$ cat src/hbp_pkg.sv
// ----------------------------------------------------------------------------
// Huffman bitstream packer package
// Shared widths, request codes and transaction payload types.
// ----------------------------------------------------------------------------
package hbp_pkg;

  localparam int SYMBOL_W         = 7;
  localparam int CODE_W           = 16;
  localparam int LENGTH_W         = 5;
  localparam int BYTE_W           = 8;
  localparam int PEND_W           = 7;
  localparam int CNT_W            = 5;
  localparam int DEF_SYMBOLS      = 128;
  localparam int DEF_MAX_CODE_LEN = 16;

  localparam logic [1:0] REQ_LOAD   = 2'd0;
  localparam logic [1:0] REQ_ENCODE = 2'd1;
  localparam logic [1:0] REQ_FLUSH  = 2'd2;

  typedef struct packed {
    logic [1:0]          req_type;
    logic [SYMBOL_W-1:0] symbol;
    logic [CODE_W-1:0]   code_bits;
    logic [LENGTH_W-1:0] code_length;
  } req_t;

  typedef struct packed {
    logic [BYTE_W-1:0] out_byte;
    logic              last_of_item;
  } res_t;

endpackage

$ cat src/hbp_stream_if.sv
// ----------------------------------------------------------------------------
// Huffman bitstream packer stream interface
// Valid/ready channel carrying one payload per transaction.
// ----------------------------------------------------------------------------
interface hbp_stream_if #(
  parameter type T = logic
) ();

  logic valid;
  logic ready;
  T     data;

  modport source (output valid, output data, input ready);
  modport sink (input valid, input data, output ready);

endinterface

$ cat src/huffman_bitstream_packer.sv
// ----------------------------------------------------------------------------
// Huffman bitstream packer
// Table-driven code word lookup and MSB-first byte packing.
// ----------------------------------------------------------------------------
// The req channel carries load, encode and flush transactions. A load writes
// one code table entry and gives no output. An encode looks up its symbol
// and appends the code bits, giving zero, one or two bytes on the res
// channel, the last one marked by last_of_item. A flush gives the pending
// partial byte padded with zeros, if any bits are pending.
// The table is read into a register when an item is accepted; the merge and
// byte extraction work on that registered entry and write the bytes into the
// output buffer that drives res. One item is taken per cycle while
// the two-entry output buffer has room for its bytes; the buffer and the
// ready of res set the rate when the receiver stalls, and a stall holds the
// merge stage and then the req channel. Reset clears the per-entry valid
// bits, so every table entry reads as zero length, and empties the pending
// bits and the output buffer. No clearing pass is needed.
// ----------------------------------------------------------------------------
module huffman_bitstream_packer
  import hbp_pkg::*;
#(
  parameter int SYMBOLS      = DEF_SYMBOLS,
  parameter int MAX_CODE_LEN = DEF_MAX_CODE_LEN
) (
  input logic          clk,
  input logic          rst,
  hbp_stream_if.sink   req,
  hbp_stream_if.source res
);

  localparam int LEN_LIM     = (MAX_CODE_LEN < CODE_W) ? MAX_CODE_LEN : CODE_W;
  localparam int STORE_LEN_W = $clog2(LEN_LIM + 1);
  localparam int ENTRY_W     = LEN_LIM + STORE_LEN_W;
  localparam int IDX_W       = (SYMBOLS > 1) ? $clog2(SYMBOLS) : 1;
  localparam int ACC_W       = PEND_W + LEN_LIM;

  logic                   accept;
  logic                   in_range;
  logic [IDX_W-1:0]       addr;
  logic [LENGTH_W-1:0]    len_sat;
  logic                   wr_en;

  logic [ENTRY_W-1:0]     mem [SYMBOLS];
  logic [SYMBOLS-1:0]     vld;
  logic [ENTRY_W-1:0]     rd_data;
  logic                   rd_vld;

  logic                   s1_valid;
  logic [1:0]             s1_type;
  logic                   s1_in_range;
  logic                   s1_go;

  logic [PEND_W-1:0]      pbits;
  logic [2:0]             pcount;
  logic [PEND_W-1:0]      pbits_next;
  logic [2:0]             pcount_next;

  logic [STORE_LEN_W-1:0] len1;
  logic [LEN_LIM-1:0]     code1;
  logic [ACC_W-1:0]       acc1;
  logic [CNT_W-1:0]       cnt1;
  logic [ACC_W-1:0]       tmp_a;
  logic [ACC_W-1:0]       tmp_b;
  logic [BYTE_W-1:0]      flush_byte;
  logic [1:0]             n1;
  res_t                   new0;
  res_t                   new1;

  res_t                   q [2];
  res_t                   q_next [2];
  logic [1:0]             ocnt;
  logic [1:0]             ocnt_next;
  logic [1:0]             free;
  logic                   pop;

  // Request side and table write.
  assign accept   = req.valid && req.ready;
  assign in_range = (9'(req.data.symbol) < 9'(SYMBOLS));
  assign addr     = IDX_W'(req.data.symbol);
  assign len_sat  = (req.data.code_length > LENGTH_W'(LEN_LIM)) ?
                    LENGTH_W'(LEN_LIM) : req.data.code_length;
  assign wr_en    = accept && (req.data.req_type == REQ_LOAD) && in_range;
  assign req.ready = !s1_valid || s1_go;

  always_ff @(posedge clk) begin
    if (wr_en) begin
      mem[addr] <= {req.data.code_bits[LEN_LIM-1:0], STORE_LEN_W'(len_sat)};
    end
    if (accept) begin
      rd_data     <= mem[addr];
      rd_vld      <= vld[addr];
      s1_type     <= req.data.req_type;
      s1_in_range <= in_range;
    end
  end

  always_ff @(posedge clk) begin
    if (rst) begin
      vld <= '0;
    end else if (wr_en) begin
      vld[addr] <= 1'b1;
    end
  end

  // Merge stage.
  always_comb begin
    len1  = (s1_in_range && rd_vld) ? rd_data[STORE_LEN_W-1:0] : '0;
    code1 = rd_data[ENTRY_W-1:STORE_LEN_W] & ~({LEN_LIM{1'b1}} << len1);
    acc1  = (ACC_W'(pbits) << len1) | ACC_W'(code1);
    cnt1  = CNT_W'(pcount) + CNT_W'(len1);
    tmp_a = acc1 >> (cnt1 - CNT_W'(BYTE_W));
    tmp_b = acc1 >> (cnt1 - CNT_W'(2 * BYTE_W));
    flush_byte = {1'b0, pbits} << (4'(BYTE_W) - {1'b0, pcount});
    n1          = 2'd0;
    new0        = '0;
    new1        = '0;
    pbits_next  = pbits;
    pcount_next = pcount;
    case (s1_type)
      REQ_ENCODE: begin
        pbits_next  = acc1[PEND_W-1:0] & ~({PEND_W{1'b1}} << cnt1[2:0]);
        pcount_next = cnt1[2:0];
        if (cnt1 >= CNT_W'(2 * BYTE_W)) begin
          n1   = 2'd2;
          new0 = '{out_byte: tmp_a[BYTE_W-1:0], last_of_item: 1'b0};
          new1 = '{out_byte: tmp_b[BYTE_W-1:0], last_of_item: 1'b1};
        end else if (cnt1 >= CNT_W'(BYTE_W)) begin
          n1   = 2'd1;
          new0 = '{out_byte: tmp_a[BYTE_W-1:0], last_of_item: 1'b1};
        end
      end
      REQ_FLUSH: begin
        if (pcount != 3'd0) begin
          n1          = 2'd1;
          new0        = '{out_byte: flush_byte, last_of_item: 1'b1};
          pbits_next  = '0;
          pcount_next = 3'd0;
        end
      end
      default: begin
        n1 = 2'd0;
      end
    endcase
  end

  always_ff @(posedge clk) begin
    if (rst) begin
      s1_valid <= 1'b0;
      pbits    <= '0;
      pcount   <= 3'd0;
    end else begin
      if (accept) begin
        s1_valid <= 1'b1;
      end else if (s1_go) begin
        s1_valid <= 1'b0;
      end
      if (s1_go) begin
        pbits  <= pbits_next;
        pcount <= pcount_next;
      end
    end
  end

  // Output buffer, head at entry zero.
  assign pop       = res.valid && res.ready;
  assign res.valid = (ocnt != 2'd0);
  assign res.data  = q[0];
  assign free      = 2'd2 - ocnt + {1'b0, pop};
  assign s1_go     = s1_valid && (n1 <= free);

  always_comb begin
    q_next[0] = q[0];
    q_next[1] = q[1];
    ocnt_next = ocnt;
    if (pop) begin
      q_next[0] = q[1];
      ocnt_next = ocnt - 2'd1;
    end
    if (s1_go) begin
      if (n1 != 2'd0) begin
        q_next[ocnt_next[0]] = new0;
      end
      if (n1 == 2'd2) begin
        q_next[1] = new1;
      end
      ocnt_next = ocnt_next + n1;
    end
  end

  always_ff @(posedge clk) begin
    q[0] <= q_next[0];
    q[1] <= q_next[1];
  end

  always_ff @(posedge clk) begin
    if (rst) begin
      ocnt <= 2'd0;
    end else begin
      ocnt <= ocnt_next;
    end
  end

`ifndef ASSERT_OFF
  a_ocnt_range: assert property (@(posedge clk) disable iff (rst)
    ocnt != 2'd3)
    else $error("output buffer count out of range");

  a_flush_clears: assert property (@(posedge clk) disable iff (rst)
    (s1_go && (s1_type == REQ_FLUSH)) |=> (pcount == 3'd0))
    else $error("pending bits remain after flush");

  a_pending_hold: assert property (@(posedge clk) disable iff (rst)
    !s1_go |=> ($stable(pcount) && $stable(pbits)))
    else $error("pending bits changed without a merge");

  a_stall_ready: assert property (@(posedge clk) disable iff (rst)
    (s1_valid && !s1_go) |-> !req.ready)
    else $error("request taken while merge stage is stalled");
`endif

endmodule

$ cat src/flat_wrapper.sv
// flat-port wrapper written by rule: the top's interface ports become plain ports
module huffman_bitstream_packer_flat import hbp_pkg::*;
#(
  parameter int SYMBOLS      = DEF_SYMBOLS,
  parameter int MAX_CODE_LEN = DEF_MAX_CODE_LEN
)
  (clk, rst, req_valid, req_data, req_ready, res_valid, res_data, res_ready);
  hbp_stream_if #(.T(req_t)) req_i ();
  hbp_stream_if #(.T(res_t)) res_i ();
  input logic clk;
  input logic rst;
  input wire logic [$bits(req_i.valid)-1:0] req_valid;
  input wire logic [$bits(req_i.data)-1:0] req_data;
  output wire logic [$bits(req_i.ready)-1:0] req_ready;
  output wire logic [$bits(res_i.valid)-1:0] res_valid;
  output wire logic [$bits(res_i.data)-1:0] res_data;
  input wire logic [$bits(res_i.ready)-1:0] res_ready;
  assign req_i.valid = req_valid;
  assign req_i.data = req_data;
  assign req_ready = req_i.ready;
  assign res_valid = res_i.valid;
  assign res_data = res_i.data;
  assign res_i.ready = res_ready;
  huffman_bitstream_packer #(.SYMBOLS(SYMBOLS), .MAX_CODE_LEN(MAX_CODE_LEN)) u_core (.clk(clk), .rst(rst), .req(req_i), .res(res_i));
endmodule
$ cat config.mk
export PLATFORM = sky130hd
export DESIGN_NAME = huffman_bitstream_packer_flat
export DESIGN_NICKNAME = d
export VERILOG_FILES = /design/src/hbp_pkg.sv /design/src/hbp_stream_if.sv /design/src/huffman_bitstream_packer.sv /design/src/flat_wrapper.sv
export SDC_FILE = /design/constraint.sdc
export NUM_CORES = 2
export LEC_CHECK = 0
export BUFFER_PORTS_ARGS = -buffer_cell sky130_fd_sc_hd__buf_2
export CORE_UTILIZATION = 50
export CTS_BUF_LIST = sky130_fd_sc_hd__clkbuf_4 sky130_fd_sc_hd__clkbuf_8 sky130_fd_sc_hd__clkbuf_16
export CTS_CLUSTER_SIZE = 30
export DETAILED_ROUTE_END_ITERATION = 10
export PLACE_DENSITY = 0.65
export SLEW_MARGIN = 0
export SYNTH_ARGS = -nofsm -noshare
export SYNTH_HDL_FRONTEND = slang
export SYNTH_SLANG_ARGS = --single-unit
$ cat constraint.sdc
create_clock -name clk -period 9 [get_ports clk]
set_input_delay 0 -clock clk [delete_from_list [all_inputs] [get_ports clk]]
set_output_delay 0 -clock clk [all_outputs]
set_load 0.02 [all_outputs]
==> run_results.csv <==
group,metric,value,unit
status,outcome,"finished, violations left",
floorplan,dieArea,215000,µm²
cells_and_area,drive_above_1_share,0.144,
cells_and_area,final_cell_mix,"2721 x edfxtp_1, 935 x a22oi_1, 335 x nor2_1",
placed_design,routabilityCongestion,0.944,
worst_setup_path,critPathKind,"register to register",
sta,drv_slew,0,
global_routing,overflow,0,
pwr,p_int,0.0222,W
detailed_routing,routed_via_density,6.87,
detailed_routing,dr_wl_met3,38500,µm
flow_run,cap_violations,0,
clock_tree,clk_path_buf_depth,4,
logic_synthesis,ys_types,93,
placed_design,pre_cts_ws,1490,ps
detailed_routing,wl_met2,150000,µm
logic_synthesis,yosys_most_used_dff,"edfxtp_1",
clock_tree,cts_tree,"yes",
logic_synthesis,synth_fp_nets,6318,
logic_synthesis,synth_seq_cells,2871,
detailed_routing,highest_layer,"met5",
min_path,hold_start,"req_data[27]",
detailed_routing,drc,24,
sta,hold_violations,0,
status,violations,"DRC",
floorplan,core,212000,µm²
sta,period_needed,7650,ps
pwr,cellPowerDensity,236,nW/µm²
detailed_routing,ant_nets,0,
sta,tightest_slew,1350,ps
clock_tree,clkTransAtPathRegs,60,ps
logic_synthesis,async_reset_ff_frac,0,
logic_synthesis,yosysSeqAreaShare,0.794,
worst_setup_path,crit_arrival,8280,ps
global_routing,grt_pass1_vias,61300,
logic_synthesis,yosysWarnings,0,
detailed_routing,vias,65300,
global_routing,grt_max_degree,120,
clock_tree,cts_max_level,5,
cells_and_area,postLayoutCoreUtil,0.571,
worst_setup_path,crit_start,"u_core.rd_data[2]$_DFFE_PP_",
pwr,seqPwrFrac,0.516,
sta,max_freq,131,MHz
logic_synthesis,synth_edf_count,2721,
logic_synthesis,avgSynthCellArea,17.0,µm²
cells_and_area,area_growth,13.5,%
floorplan,io_pins,45,
sta,fin_crit_sh,0.850,
clock_tree,numCtsBuffers,298,
pwr,combPwrFrac,0.061,
global_routing,grt_pass1_wl,467000,µm
logic_synthesis,yosysTopAreaCell,"edfxtp_1",
clock_tree,post_cts_buffers,0,
detailed_routing,dr.pass1.iters,11,
clock_tree,clock_latency,950,ps
floorplan,start_util,0.503,
min_path,hold_path.class,"input pin to register",
floorplan,fp.dieW,464,µm
worst_setup_path,crit_path_end_kind,"register",
worst_setup_path,start_kind,"register",
placed_design,hpwlAfterDp,196000,µm
logic_synthesis,synth.area.top_cells,"edfxtp_1 77%, a22oi_1 6.6%, dfxtp_1 2.8%",
global_routing,antenna_found_initial,21,
sta,setup_viol,0,
pwr,switchingPower,0.00635,W
worst_setup_path,critPathRequiredTime,9630,ps
detailed_routing,drt-met1-wl,127000,µm
detailed_routing,routed_wl,333000,µm
worst_setup_path,crit-reg2reg-launch,"u_core.rd_data[2]$_DFFE_PP_",
logic_synthesis,netlist.area_leader.share,0.766,
global_routing,grt_use_total,0.304,
clock_tree,cts_root_buf,"clkbuf_16",
worst_setup_path,path_max_fanout,25,
sta,layout_setup_ws,1350,ps
pwr,p_clk_frac,0.423,
cells_and_area,final_common_cell,"edfxtp_1",
pwr,p_leak,37.4,nW
floorplan,die-height,464,µm
pwr,sw_frac_of_total,0.222,
sta,setup-tns-final,0,ps
cells_and_area,nNetsFinal,6511,
sta,finalClockSkew,60.3,ps
logic_synthesis,synthCells,6270,
sta,rsz0062_at_grt,"false",
logic_synthesis,synth_area,107000,µm²
detailed_routing,wire_per_inst,35.0,µm
pwr,vdd_drop_max,213,µV
detailed_routing,drt_iter0_drc,10900,
floorplan,fp-row-count,169,
clock_tree,cts.sinks,2871,
placed_design,port_buffers,44,
sta,timing.slew.headroom,0.0887,
what timing repair did:
action,in CTS,in global routing
resized for setup,0,0
hold endpoints to repair,1351,0
hold buffers,33,0
critical path: stages, from the launching register on:
cell and delay [ps]:
edfxtp_1 880, nand2_2 260, inv_1 400, ha_1 400, a21oi_2 200, xor2_2 150
buf_4 240, inv_1 250, ha_1 260, o22ai_1 220, nand3_1 130, a21oi_1 400
ha_1 340, o221ai_1 280, and2_1 180, buf_4 310, nor3b_2 250, buf_4 600
nand3_1 500, nor2_2 730, buf_4 330
path summary, 6_finish.rpt:
path                                                     to  slack, ps  cells after the start
worst max-delay path             u_core.mem[6][7]$_DFFE_PP_       1350                     20
worst min-delay path            u_core.rd_data[8]$_DFFE_PP_         50                      3
worst max register to register   u_core.mem[6][7]$_DFFE_PP_       1350                     20
worst min register to register  u_core.vld[80]$_SDFFE_PP0P_        470                      2
per-stage QoR:
stage / cells / hold WS [ps] / power, W / cell area, µm²
floorplan: 6270 / 98.9 / 0.0159 / 107000
global placement: 8951 / 289 / 0.0167 / 111000
detailed placement: 8951 / 291 / 0.0167 / 111000
CTS: 9502 / 6.67 / 0.0286 / 121000
global route: 9502 / 48.7 / 0.0291 / 121000
finish: 9507 / 47.2 / 0.0285 / 121000
routing by layer:
metal,GRT usage,vias up
met5,0,-
met4,0.150,18
met3,0.0676,771
met2,0.454,4772
met1,0.424,33200
li1,-,26600
state kept, by name, summed over array words and instances (netlist names):
name             flops
u_core.mem        2688
u_core.vld         128
u_core.rd_data      21
u_core.s1_valid      1
u_core.pcount        3
u_core.rd_vld        1
u_core.pbits         7
u_core.s1_type       2
u_core.q            18
u_core.ocnt          2
Yosys cell counts, types with 14 or more instances:
cell type and instances:
nor3_1 19, nand3_1 62, a221oi_1 247, clkbuf_1 278
o21ai_0 66, inv_1 28, a21oi_1 43, and2_1 15
buf_1 106, buf_2 44, a22oi_1 935, ha_1 14
dfxtp_1 150, nor2_1 464, a31oi_1 173, a41oi_1 31
nor4_1 35, a22o_1 247, edfxtp_1 2721, o211ai_1 45
nand4_1 149, o22ai_1 25, mux2i_1 23, nand2_1 81
cell families after synthesis:
| logic type | count (synthesis) | share of synthesized area |
|---|---|---|
| simple gates | 911 | 0.0406 |
| flops | 2871 | 0.794 |
| xor+xnor | 7 | 0.000715 |
| mux | 42 | 0.00508 |
| fa+ha+maj | 15 | 0.00174 |
| compound gates | 1952 | 0.140 |
| buf+inv | 472 | 0.0178 |
power groups by stage:
stage	registers (W)	logic [W]	clock network, W
6_report	0.0147	0.00175	0.0121
5_1_grt	0.0147	0.00180	0.0126
4_1_cts	0.0147	0.00170	0.0121
3_5_place_dp	0.0150	0.00169	0
3_3_place_gp	0.0150	0.00168	0
2_1_floorplan	0.0150	0.000899	0
area by class of cell:
type	instances	area (µm²)
fill	15800	91000
sequential	2871	84700
multi-input combinational	2927	20500
clock buffer	374	8220
tap	2821	3530
timing repair buffer	336	2770
clock inverter	144	1260
inverter	29	109
antenna	5	12.5
No activity file was read; power rests on OpenSTA's default activity.
